[config.mk]
export PLATFORM = sky130hd
export DESIGN_NAME = pgn_front
export DESIGN_NICKNAME = d
export VERILOG_FILES = /design/src/hw/rtl/pgn_pkg.sv /design/src/hw/rtl/pgn_front.sv
export SDC_FILE = /design/constraint.sdc
export NUM_CORES = 1
export LEC_CHECK = 0
export BUFFER_PORTS_ARGS = -buffer_cell sky130_fd_sc_hd__buf_2
export CAP_MARGIN = 25
export CORE_ASPECT_RATIO = 0.6
export CORE_UTILIZATION = 35
export DETAILED_ROUTE_END_ITERATION = 6
export GPL_TIMING_DRIVEN = 1
export PLACE_DENSITY = 0.57
export REMOVE_ABC_BUFFERS = 1
export SETUP_SLACK_MARGIN = 0.1
export SYNTH_ARGS = -nofsm -noshare
export SYNTH_HDL_FRONTEND = slang
export SYNTH_SLANG_ARGS = --single-unit
[constraint.sdc]
create_clock -name clk -period 14.3 [get_ports clk]
set_input_delay 4.29 -clock clk [delete_from_list [all_inputs] [get_ports clk]]
set_output_delay 4.29 -clock clk [all_outputs]
set_load 0.1 [all_outputs]
[src/hw/rtl/pgn_pkg.sv]
// ----------------------------------------------------------------------------
// pgn_pkg: shared types and constants of the gradient noise core
// Opcodes, the queued item record, queue depth and the default permutation.
// ----------------------------------------------------------------------------
package pgn_pkg;

    localparam logic [1:0] OP_RESEED = 2'd0;
    localparam logic [1:0] OP_NOISE1 = 2'd1;
    localparam logic [1:0] OP_NOISE2 = 2'd2;
    localparam logic [1:0] OP_NOISE3 = 2'd3;

    localparam int FRAC_BITS_DEF      = 16;
    localparam int SEED_BYTES_DEF     = 8;
    localparam int SHUFFLE_ROUNDS_DEF = 1024;
    localparam int PERM_ENTRIES       = 256;
    localparam int QUEUE_DEPTH        = 2;

    // one queued transaction, classified by the front end
    typedef struct packed {
        logic [1:0]  op;
        logic [3:0]  n_reads;   // table reads of the hash chain
        logic [2:0]  n_mix;     // interpolations
        logic [3:0]  first;     // first read that yields a corner hash
        logic [31:0] cx;
        logic [31:0] cy;
        logic [31:0] cz;
    } item_t;

    localparam logic [7:0] BASE_PERM [PERM_ENTRIES] = '{
        8'h97, 8'hA0, 8'h89, 8'h5B, 8'h5A, 8'h0F, 8'h83, 8'h0D,
        8'hC9, 8'h5F, 8'h60, 8'h35, 8'hC2, 8'hE9, 8'h07, 8'hE1,
        8'h8C, 8'h24, 8'h67, 8'h1E, 8'h45, 8'h8E, 8'h08, 8'h63,
        8'h25, 8'hF0, 8'h15, 8'h0A, 8'h17, 8'hBE, 8'h06, 8'h94,
        8'hF7, 8'h78, 8'hEA, 8'h4B, 8'h00, 8'h1A, 8'hC5, 8'h3E,
        8'h5E, 8'hFC, 8'hDB, 8'hCB, 8'h75, 8'h23, 8'h0B, 8'h20,
        8'h39, 8'hB1, 8'h21, 8'h58, 8'hED, 8'h95, 8'h38, 8'h57,
        8'hAE, 8'h14, 8'h7D, 8'h88, 8'hAB, 8'hA8, 8'h44, 8'hAF,
        8'h4A, 8'hA5, 8'h47, 8'h86, 8'h8B, 8'h30, 8'h1B, 8'hA6,
        8'h4D, 8'h92, 8'h9E, 8'hE7, 8'h53, 8'h6F, 8'hE5, 8'h7A,
        8'h3C, 8'hD3, 8'h85, 8'hE6, 8'hDC, 8'h69, 8'h5C, 8'h29,
        8'h37, 8'h2E, 8'hF5, 8'h28, 8'hF4, 8'h66, 8'h8F, 8'h36,
        8'h41, 8'h19, 8'h3F, 8'hA1, 8'h01, 8'hD8, 8'h50, 8'h49,
        8'hD1, 8'h4C, 8'h84, 8'hBB, 8'hD0, 8'h59, 8'h12, 8'hA9,
        8'hC8, 8'hC4, 8'h87, 8'h82, 8'h74, 8'hBC, 8'h9F, 8'h56,
        8'hA4, 8'h64, 8'h6D, 8'hC6, 8'hAD, 8'hBA, 8'h03, 8'h40,
        8'h34, 8'hD9, 8'hE2, 8'hFA, 8'h7C, 8'h7B, 8'h05, 8'hCA,
        8'h26, 8'h93, 8'h76, 8'h7E, 8'hFF, 8'h52, 8'h55, 8'hD4,
        8'hCF, 8'hCE, 8'h3B, 8'hE3, 8'h2F, 8'h10, 8'h3A, 8'h11,
        8'hB6, 8'hBD, 8'h1C, 8'h2A, 8'hDF, 8'hB7, 8'hAA, 8'hD5,
        8'h77, 8'hF8, 8'h98, 8'h02, 8'h2C, 8'h9A, 8'hA3, 8'h46,
        8'hDD, 8'h99, 8'h65, 8'h9B, 8'hA7, 8'h2B, 8'hAC, 8'h09,
        8'h81, 8'h16, 8'h27, 8'hFD, 8'h13, 8'h62, 8'h6C, 8'h6E,
        8'h4F, 8'h71, 8'hE0, 8'hE8, 8'hB2, 8'hB9, 8'h70, 8'h68,
        8'hDA, 8'hF6, 8'h61, 8'hE4, 8'hFB, 8'h22, 8'hF2, 8'hC1,
        8'hEE, 8'hD2, 8'h90, 8'h0C, 8'hBF, 8'hB3, 8'hA2, 8'hF1,
        8'h51, 8'h33, 8'h91, 8'hEB, 8'hF9, 8'h0E, 8'hEF, 8'h6B,
        8'h31, 8'hC0, 8'hD6, 8'h1F, 8'hB5, 8'hC7, 8'h6A, 8'h9D,
        8'hB8, 8'h54, 8'hCC, 8'hB0, 8'h73, 8'h79, 8'h32, 8'h2D,
        8'h7F, 8'h04, 8'h96, 8'hFE, 8'h8A, 8'hEC, 8'hCD, 8'h5D,
        8'hDE, 8'h72, 8'h43, 8'h1D, 8'h18, 8'h48, 8'hF3, 8'h8D,
        8'h80, 8'hC3, 8'h4E, 8'h42, 8'hD7, 8'h3D, 8'h9C, 8'hB4
    };

endpackage

[src/hw/rtl/pgn_front.sv]
// ----------------------------------------------------------------------------
// pgn_front: input acceptance, classification and item queue
// Decodes the opcode into a work plan and buffers items for the engine.
// ----------------------------------------------------------------------------
module pgn_front (
    input  logic               clk,
    input  logic               rst_n,
    input  logic               in_valid,
    output logic               in_stall,
    input  logic [1:0]         opcode,
    input  logic signed [31:0] coord_x,
    input  logic signed [31:0] coord_y,
    input  logic signed [31:0] coord_z,
    input  logic               hold,
    output logic               itm_valid,
    input  logic               itm_ready,
    output pgn_pkg::item_t     itm
);

    pgn_pkg::item_t entry_reg [pgn_pkg::QUEUE_DEPTH];
    logic           wr_ptr_reg, wr_ptr_next;
    logic           rd_ptr_reg, rd_ptr_next;
    logic [1:0]     count_reg, count_next;
    logic           push, pop;
    pgn_pkg::item_t cls;

    always_comb
    begin
        cls.op = opcode;
        cls.cx = coord_x;
        cls.cy = coord_y;
        cls.cz = coord_z;
        case (opcode)
            pgn_pkg::OP_NOISE1:
            begin
                cls.n_reads = 4'd2;  cls.n_mix = 3'd1; cls.first = 4'd0;
            end
            pgn_pkg::OP_NOISE2:
            begin
                cls.n_reads = 4'd6;  cls.n_mix = 3'd3; cls.first = 4'd2;
            end
            pgn_pkg::OP_NOISE3:
            begin
                cls.n_reads = 4'd14; cls.n_mix = 3'd7; cls.first = 4'd6;
            end
            default:
            begin
                cls.n_reads = 4'd0;  cls.n_mix = 3'd0; cls.first = 4'd0;
            end
        endcase
    end

    assign in_stall  = hold || (count_reg == 2'(pgn_pkg::QUEUE_DEPTH));
    assign push      = in_valid && !in_stall;
    assign itm_valid = (count_reg != 2'd0);
    assign pop       = itm_valid && itm_ready;
    assign itm       = entry_reg[rd_ptr_reg];

    always_comb
    begin
        wr_ptr_next = push ? !wr_ptr_reg : wr_ptr_reg;
        rd_ptr_next = pop ? !rd_ptr_reg : rd_ptr_reg;
        count_next  = count_reg + 2'(push) - 2'(pop);
    end

    always_ff @(posedge clk)
    begin
        if (push)
        begin
            entry_reg[wr_ptr_reg] <= cls;
        end
    end

    always_ff @(posedge clk or negedge rst_n)
    begin
        if (!rst_n)
        begin
            wr_ptr_reg <= 1'b0;
            rd_ptr_reg <= 1'b0;
            count_reg  <= 2'd0;
        end
        else
        begin
            wr_ptr_reg <= wr_ptr_next;
            rd_ptr_reg <= rd_ptr_next;
            count_reg  <= count_next;
        end
    end

endmodule

## Word level (Yosys, flattened, before mapping)

Memories as Yosys holds them, arrays and structs flattened.
Cells that the tools add are included.
W data, S select, Z words.

| word-level totals | value |
|---|---|
| register bits after elaboration | 4 |
| bits in latches | 0 |
| RAM bits | 218 |
| bits in read-only memories | 0 |
| input port bits | 103 |
| output and inout bits | 111 |
| logic and storage cells | 20 |
| memories kept | 1 |

| operators by class | value |
|---|---|
| add/sub/neg operators | 2 |
| multipliers | 0 |
| divide/modulo/power cells | 0 |
| order comparisons | 0 |
| eq/ne operators | 4 |
| shifts and indexed selects | 0 |
| multiplexer cells | 3 |
| bitwise gates (word level) | 0 |
| reductions and logical operators | 7 |

Memories:

| memory | words | bits a word | rd ports | clocked after Yosys merged registers in | write ports | line | source |
|---|---|---|---|---|---|---|---|
| entry_reg | 2 | 109 | 1 | 0 | 1 | pgn_front.sv:20 | `pgn_pkg::item_t entry_reg [pgn_pkg::QUEUE_DEPTH];` |

Operators with widths:

| operator | number |
|---|---|
| $pmux W11 S3 | 1 |
| $eq A2 B2 Y1 const B | 3 |
| $logic_not A1 Y1 | 3 |
| $add A2 B1 Y2 | 1 |
| $eq A2 B1 Y1 const B | 1 |
| $logic_and A1 B1 Y1 | 2 |
| $mux W1 | 2 |
| $reduce_bool A2 Y1 | 1 |
| $sub A2 B1 Y2 | 1 |
| $logic_or A1 B1 Y1 | 1 |

## Longest topological paths before layout

Gate-level depths: netlist of the first run.

| depth | value |
|---|---|
| word-level depth | 6 |
| depth in mapped cells | 7 |
| mapped depth without buffers | 7 |

## Least setup slack after synthesis of the first run

Ideal clock, no wire load.

| path | value |
|---|---|
| kind | input to output |
| start | input hold |
| end | output in_stall |
| arrival time | 5.041 ns |
| data required time | 10.010 ns |
| slack | 4.969 ns |
| stages | 1 |
| path buffers | 0 |
| cells stage by stage | nand2b_1 |

| between the ends | value |
|---|---|
| cells in the longest elaborated chain, start to end | 1 |

Ends and longest elaborated chain:

| item | line | source |
|---|---|---|
| from (decl) | pgn_front.sv:14 | `input logic hold,` |
| $logic_or A1 B1 Y1 | pgn_front.sv:53 | `assign in_stall = hold \|\| (count_reg == 2'(pgn_pkg::QUEUE_DEPTH));` |
| to (decl) | pgn_front.sv:9 | `output logic in_stall,` |

No other way between the ends.

## Final worst setup path of the first run

Ends and elaborated chain as after synthesis.

==> impl_results.md, run 1 <==
* Resize count post-CTS at 0
* Core Area at 22100 um2
* TritonCTS clock tree: done
* Critical Path Fanout Max at 2
* Number of sinks on the clock net at slightly above 200
* Final critical path time including I/O delays and setup at 9.16 ns
* Summed negative setup slack over all endpoints at 0 ns
* Synth-to-layout area growth at 24.7%
* Clock slew at the register clock pins of the worst setup and hold paths at roughly 0.060 ns
* Vertical extent of the die at 118 um
* Kind of launch point of the worst setup path: primary input
* Antenna viol nets, final at 0
* Maximum single-stage delay on the critical path at a little over 0.4 ns
* Post-route DRC at 0
* Final net count at 670
* CP Depth at 3
* Avg WL per Cell at ~17 um
* Worst Path Class, Setup: in -> out
* First-pass GRT wire length at 22100 um
* Starting Density at 35.8%
* Depth of the worst hold-timing path at 1
* Row count at 42
* Mean instance size in the synthesized netlist at around 23 um2
* Crit end category: primary output
* Min Hold Slack at a little over 0.5 ns
* Area enclosed by the die boundary at between 20000 and 25000 um2
* CTS Buffer Depth at 3
* First-iteration detailed-routing DRC count at approximately 170
* DIE WIDTH at just under 200 um
* Gr ovfl total at 0
* Number of levels the H-tree was split into at 1
* Number of buffer and inverter stages on the critical path at 2
* Number of flip-flops in the largest register at just over 200
* Crit path cell chain: buf_2 -> nand2b_1 -> buf_2
* Measured slew at the worst slew-check pin at between 0.9 and 1 ns
* Root buffer cell: sky130_fd_sc_hd__clkbuf_16
* Vias per cell at around 4.4
* Required time at the worst-slack endpoint at 10.01 ns
* Number of standard cells after synthesis at roughly 350
* Number of antenna violations at the first check in global routing at 5
* Endpoints failing hold at 0
* Number of global-route vias before repair at about 4000
* Synth cell types at 19
* Yosys Warn Count at 0
* Share of final-layout standard cells stronger than drive strength 1 at around three fifths
* Number of filler cells placed in the layout at approximately 1900
* Clock Skew at between 0.009 and 0.01 ns
* Cell mode on critical path: sky130_fd_sc_hd__buf_2
* GRT Overall Usage at 12.2%
* Relative max-transition margin at ~34%
* Post-DP HPWL at 9500 um
* Placer's final routability congestion estimate at around 0.71
* Number of buffers added by the clock tree synthesis step at 21
* Source-to-sink clock delay at the later pin of the worst-skew pair at 0.48 ns
* Flops & latches, synth at between 200 and 250
* Unrepaired setup endpoints after global routing: false
* Routed Wire Length at 14400 um
* Routed vias at roughly 3800
* Arrival time reported for the critical path endpoint at between 4 and 5 ns
* Count of buffers inserted at the top-level ports at 210
* TritonRoute pass-1 iters at 6
* Setup repair bufs after CTS at 0
* # hold bufs at CTS at 0
* Setup violations, final at 0
* Reported max-cap violation count at 0
* Final count of pins violating max slew at 0
* Part of the cycle the worst path needs at between 60% and 70%
* Path type of the worst min-delay path: reg -> reg
* Pin count of the biggest net entering global routing at 56
* Cell area after synthesis at roughly 8000 um2
* Maximum operating frequency at between 0.1 and 0.15 GHz
* Sequential share of the synthesized area at 78.0%
* Outcome: completed
* Category of cells accounting for the largest share of critical-path delay: buffers and inverters
* CP max stage cell: sky130_fd_sc_hd__buf_2
* R2R depth at 4
* Io pins at 214
[placed cells by master, fill, tap and decap left out]
cell	Yosys	layout
sky130_fd_sc_hd__and2_1	1	1
sky130_fd_sc_hd__and2_4	1	1
sky130_fd_sc_hd__buf_2	2	210
sky130_fd_sc_hd__buf_4	9	5
sky130_fd_sc_hd__bufinv_16	0	2
sky130_fd_sc_hd__clkbuf_1	1	3
sky130_fd_sc_hd__clkbuf_16	0	21
sky130_fd_sc_hd__clkinv_1	0	5
sky130_fd_sc_hd__clkinv_2	0	2
sky130_fd_sc_hd__clkinvlp_4	0	2
sky130_fd_sc_hd__conb_1	1	3
sky130_fd_sc_hd__dfrtp_1	4	3
sky130_fd_sc_hd__dfrtp_4	0	1
sky130_fd_sc_hd__diode_2	0	4
sky130_fd_sc_hd__edfxtp_1	202	202
sky130_fd_sc_hd__ha_1	2	2
sky130_fd_sc_hd__inv_1	2	2
sky130_fd_sc_hd__mux2_2	21	21
sky130_fd_sc_hd__mux2_4	80	80
sky130_fd_sc_hd__nand2b_1	2	2
sky130_fd_sc_hd__nand3b_1	1	1
sky130_fd_sc_hd__nor2_4	0	2
sky130_fd_sc_hd__or2_2	2	2
sky130_fd_sc_hd__xnor2_1	3	3
sky130_fd_sc_hd__xor2_1	1	1
[cells by family (layout without fill, tap and decap cells)]
kind of cell	after synthesis	count (layout)	share of synthesized area, %
other cells	1	7	0.0475
xor+xnor	4	4	0.443
fa+ha+maj	2	2	0.317
mux	101	101	18.2
flops	206	206	78.0
simple gates	9	9	0.697
buf+inv	22	252	2.26
[synthesized netlist by cell type]
cell	number	area, um2
sky130_fd_sc_hd__ha_1	2	25.0
sky130_fd_sc_hd__buf_2	2	10.0
sky130_fd_sc_hd__and2_1	1	6.26
sky130_fd_sc_hd__nor2_1	2	7.51
sky130_fd_sc_hd__nand3b_1	1	7.51
sky130_fd_sc_hd__xor2_1	1	8.76
sky130_fd_sc_hd__dfrtp_1	4	100
sky130_fd_sc_hd__xnor2_1	3	26.3
sky130_fd_sc_hd__mux2_2	21	236
sky130_fd_sc_hd__and2_4	1	8.76
sky130_fd_sc_hd__inv_1	2	7.51
sky130_fd_sc_hd__nand2b_1	2	12.5
sky130_fd_sc_hd__buf_6	8	90.1
sky130_fd_sc_hd__mux2_4	80	1200
sky130_fd_sc_hd__conb_1	1	3.75
sky130_fd_sc_hd__buf_4	9	67.6
sky130_fd_sc_hd__clkbuf_1	1	3.75
sky130_fd_sc_hd__or2_2	2	12.5
sky130_fd_sc_hd__edfxtp_1	202	6070
[worst paths after layout]
kind / start / to / slack [ns]
max in group asynchronous: rst_n / rd_ptr_reg / 10.57
setup / recovery: hold / in_stall / 5.14
hold reg to reg: count_reg[1] / count_reg[1] / 0.51
setup reg to reg: count_reg[1] / entry_reg[1][53] / 12.36
hold / removal: count_reg[1] / count_reg[1] / 0.51
min in group asynchronous: rst_n / rd_ptr_reg / 3.60
[area by class of cell]
cell class,instances,area (um2),area share [%]
Multi-Input combinational cell,119,1580,16.0
Timing Repair Buffer,215,1090,11.0
Inverter,2,7.51,0.0762
Clock buffer,24,537,5.45
Tap cell,286,358,3.63
Antenna cell,4,10.0,0.102
Sequential cell,206,6170,62.6
Clock inverter,11,104,1.05
[metal layers]
metal	share of wire, %	track usage [%]	vias to the layer above
met5	0.083	0	-
met4	2.3	3.08	2
met2	42	17.8	148
met3	9.8	5.37	28
met1	46	16.7	1861
li1	-	-	1785
[through the flow]
step	util (%)	cells	setup slack, ns	instance area, um2
floorplan	-	327	4.97	7740
global placement	41.7	828	5.13	9200
detailed placement	41.7	828	5.14	9200
CTS	44.6	863	5.14	9840
global route	44.6	863	5.08	9840
finish	44.6	867	5.14	9850
Power of run 1 is not shown: default switching activity piles up to over one toggle a cycle in this logic, so the estimate is an artifact.
==> run 2: changes to the inputs <==
--- a/config.mk
+++ b/config.mk
@@ -11,7 +11,7 @@
 export CORE_UTILIZATION = 35
 export DETAILED_ROUTE_END_ITERATION = 6
 export GPL_TIMING_DRIVEN = 1
-export PLACE_DENSITY = 0.57
+export PLACE_DENSITY = 0.59
 export REMOVE_ABC_BUFFERS = 1
 export SETUP_SLACK_MARGIN = 0.1
 export SYNTH_ARGS = -nofsm -noshare
==> constraint.sdc (replaced) <==
create_clock -name clk -period 7.9 [get_ports clk]
set_input_delay 2.37 -clock clk [delete_from_list [all_inputs] [get_ports clk]]
set_output_delay 2.37 -clock clk [all_outputs]
set_load 0.1 [all_outputs]
==> run 2 against run 1 <==
Effect of this change:
- utilization decreased by 0.068 points
- register-to-register slack got worse by 6.4 ns
- via count decreased by 0.16%
- sequential share of layout area increased by 0.096 points
- clock skew increased by 0.0062 ns
==> impl_results.md, run 2 (synthesis results as in run 1) <==
* Setup repair bufs after CTS at 0
* Setup violations, final at 0
* Post-route DRC at 0
* Required time at the worst-slack endpoint at between 5 and 6 ns
* TritonCTS clock tree: done
* Minimum setup slack in the final design at 2.58 ns
* # hold bufs at CTS at 0
* Starting Density at a little over a third
* CTS Buffer Depth at 3
* R2R depth at 4
* Routed Wire Length at ~15000 um
* Row count at 42
* Number of levels the H-tree was split into at 1
* Share of final-layout standard cells stronger than drive strength 1 at between 60% and 70%
* Source-to-sink clock delay at the later pin of the worst-skew pair at just under 0.5 ns
* Post-DP HPWL at a little under 10000 um
* Synth-to-layout area growth at 24.5%
* Clock Skew at between 0.015 and 0.02 ns
* Number of global-route vias before repair at ~4000
* Count of buffers inserted at the top-level ports at 210
* Register-to-register setup slack at 5.96 ns
* DIE WIDTH at approximately 200 um
* Worst Path Class, Setup: in -> out
* Final critical path time including I/O delays and setup at about 5.3 ns
* Number of sinks on the clock net at about 210
* Most common cell after layout, fill and taps aside: sky130_fd_sc_hd__buf_2
* GR peak layer: met2
* Summed negative setup slack over all endpoints at 0 ns
* Pin count of the biggest net entering global routing at 53
* Relative max-transition margin at 38.5%
* Startpoint of the lowest-slack hold path: count_reg[1]
* Most frequent cells in the layout: 210 x sky130_fd_sc_hd__buf_2, 202 x sky130_fd_sc_hd__edfxtp_1, 80 x sky130_fd_sc_hd__mux2_4, 21 x sky130_fd_sc_hd__mux2_2, 21 x sky130_fd_sc_hd__clkbuf_16
* Met3 capacity usage during global routing at 5.85%
* Hold Crit Endpoint: count_reg[1]
* First-pass GRT wire length at 22500 um
* Critical Path Fanout Max at 2
* Io pins at 214
* Number of antenna violations at the first check in global routing at 2
* Met2 Resource Use GR at between 10% and 20%
* Clock slew at the register clock pins of the worst setup and hold paths at around 0.060 ns
* Reported max-cap violation count at 0
* Crit end category: primary output
* Met1 demand-to-capacity share in global routing at between 15 and 20%
* Avg WL per Cell at between 15 and 20 um
* Routed vias at 3818
* Vertical extent of the die at approximately 120 um
* First-iteration detailed-routing DRC count at roughly 200
* GRT Overall Usage at 12.5%
* Arrival time reported for the critical path endpoint at ~3.0 ns
* Measured slew at the worst slew-check pin at approximately 0.92 ns
* Setup slack after placement at about 2.6 ns
* Final net count at between 600 and 700
* Resize count post-CTS at 0
* Placer's final routability congestion estimate at between 0.7 and 0.8
* Part of the cycle the worst path needs at about 67%
* Root buffer cell: sky130_fd_sc_hd__clkbuf_16
* Path type of the worst min-delay path: reg -> reg
* Antenna viol nets, final at 0
* Number of buffers added by the clock tree synthesis step at 21
* Worst R2R Start: count_reg[0]
* Endpoints failing hold at 0
* Gr ovfl total at 0
* Maximum operating frequency at between 0.15 and 0.2 GHz
* Core Area at approximately 22000 um2
* Depth of the worst hold-timing path at 1
* TritonRoute pass-1 iters at 4
* Outcome: completed
* Unrepaired setup endpoints after global routing: false
* Vias per cell at between 4 and 5
* Final count of pins violating max slew at 0
* Critical R2R Capture: entry_reg[0][79]
* Area enclosed by the die boundary at 23200 um2
* Kind of launch point of the worst setup path: primary input
* Number of flip-flops in the largest register at 202
run 2: cell count changes in the layout (fill, tap and decap cells not counted):
cell                         before  now
sky130_fd_sc_hd__bufinv_16        2    1
sky130_fd_sc_hd__diode_2          4    1
sky130_fd_sc_hd__clkinvlp_4       2    1
sky130_fd_sc_hd__clkinv_1         5    6
sky130_fd_sc_hd__buf_4            5    4
sky130_fd_sc_hd__buf_12           0    1
sky130_fd_sc_hd__clkbuf_1         3    4
sky130_fd_sc_hd__clkinv_2         2    4
run 2: worst max-delay path by stage:
stage,from,endpoint,cells past startpoint
floorplan,hold,entry_reg[0][0],2
global placement,hold,in_stall,3
detailed placement,hold,in_stall,3
CTS,hold,in_stall,3
global route,hold,in_stall,3
finish,hold,in_stall,3
run 2: metrics by stage:
step                      cell area [um2]  utilization [%]  hold WS [ns]  instances
after CTS                            9840             44.6         0.499        865
after global placement               9220             41.8         0.477        828
after global routing                 9840             44.6         0.546        865
final                                9840             44.6         0.493        866
after detailed placement             9220             41.8         0.491        828
after floorplan                      7740                -         0.460        327
run 2: per-layer routing:
| layer | share of wire [%] | wire (um) | vias to the layer above |
|---|---|---|---|
| met5 | 0.055 | 8 | - |
| li1 | - | - | 1780 |
| met4 | 2.7 | 396 | 2 |
| met2 | 43 | 6230 | 144 |
| met1 | 43 | 6310 | 1865 |
| met3 | 11 | 1610 | 27 |
run 2: layout make-up:
| type | instances | area (um2) |
|---|---|---|
| timing repair buffer | 215 | 1100 |
| clock buffer | 25 | 541 |
| fill | 1956 | 12200 |
| sequential | 206 | 6170 |
| clock inverter | 12 | 80.1 |
| multi-input combinational | 119 | 1580 |
| tap | 286 | 358 |
| inverter | 2 | 7.51 |
| antenna | 1 | 2.50 |
run 2: worst max-delay path, cell delays in order:
cell                       delay, ns
sky130_fd_sc_hd__buf_2          0.08
sky130_fd_sc_hd__nand2b_1       0.08
sky130_fd_sc_hd__buf_2          0.42
Power of run 2 is left out for the same reason.
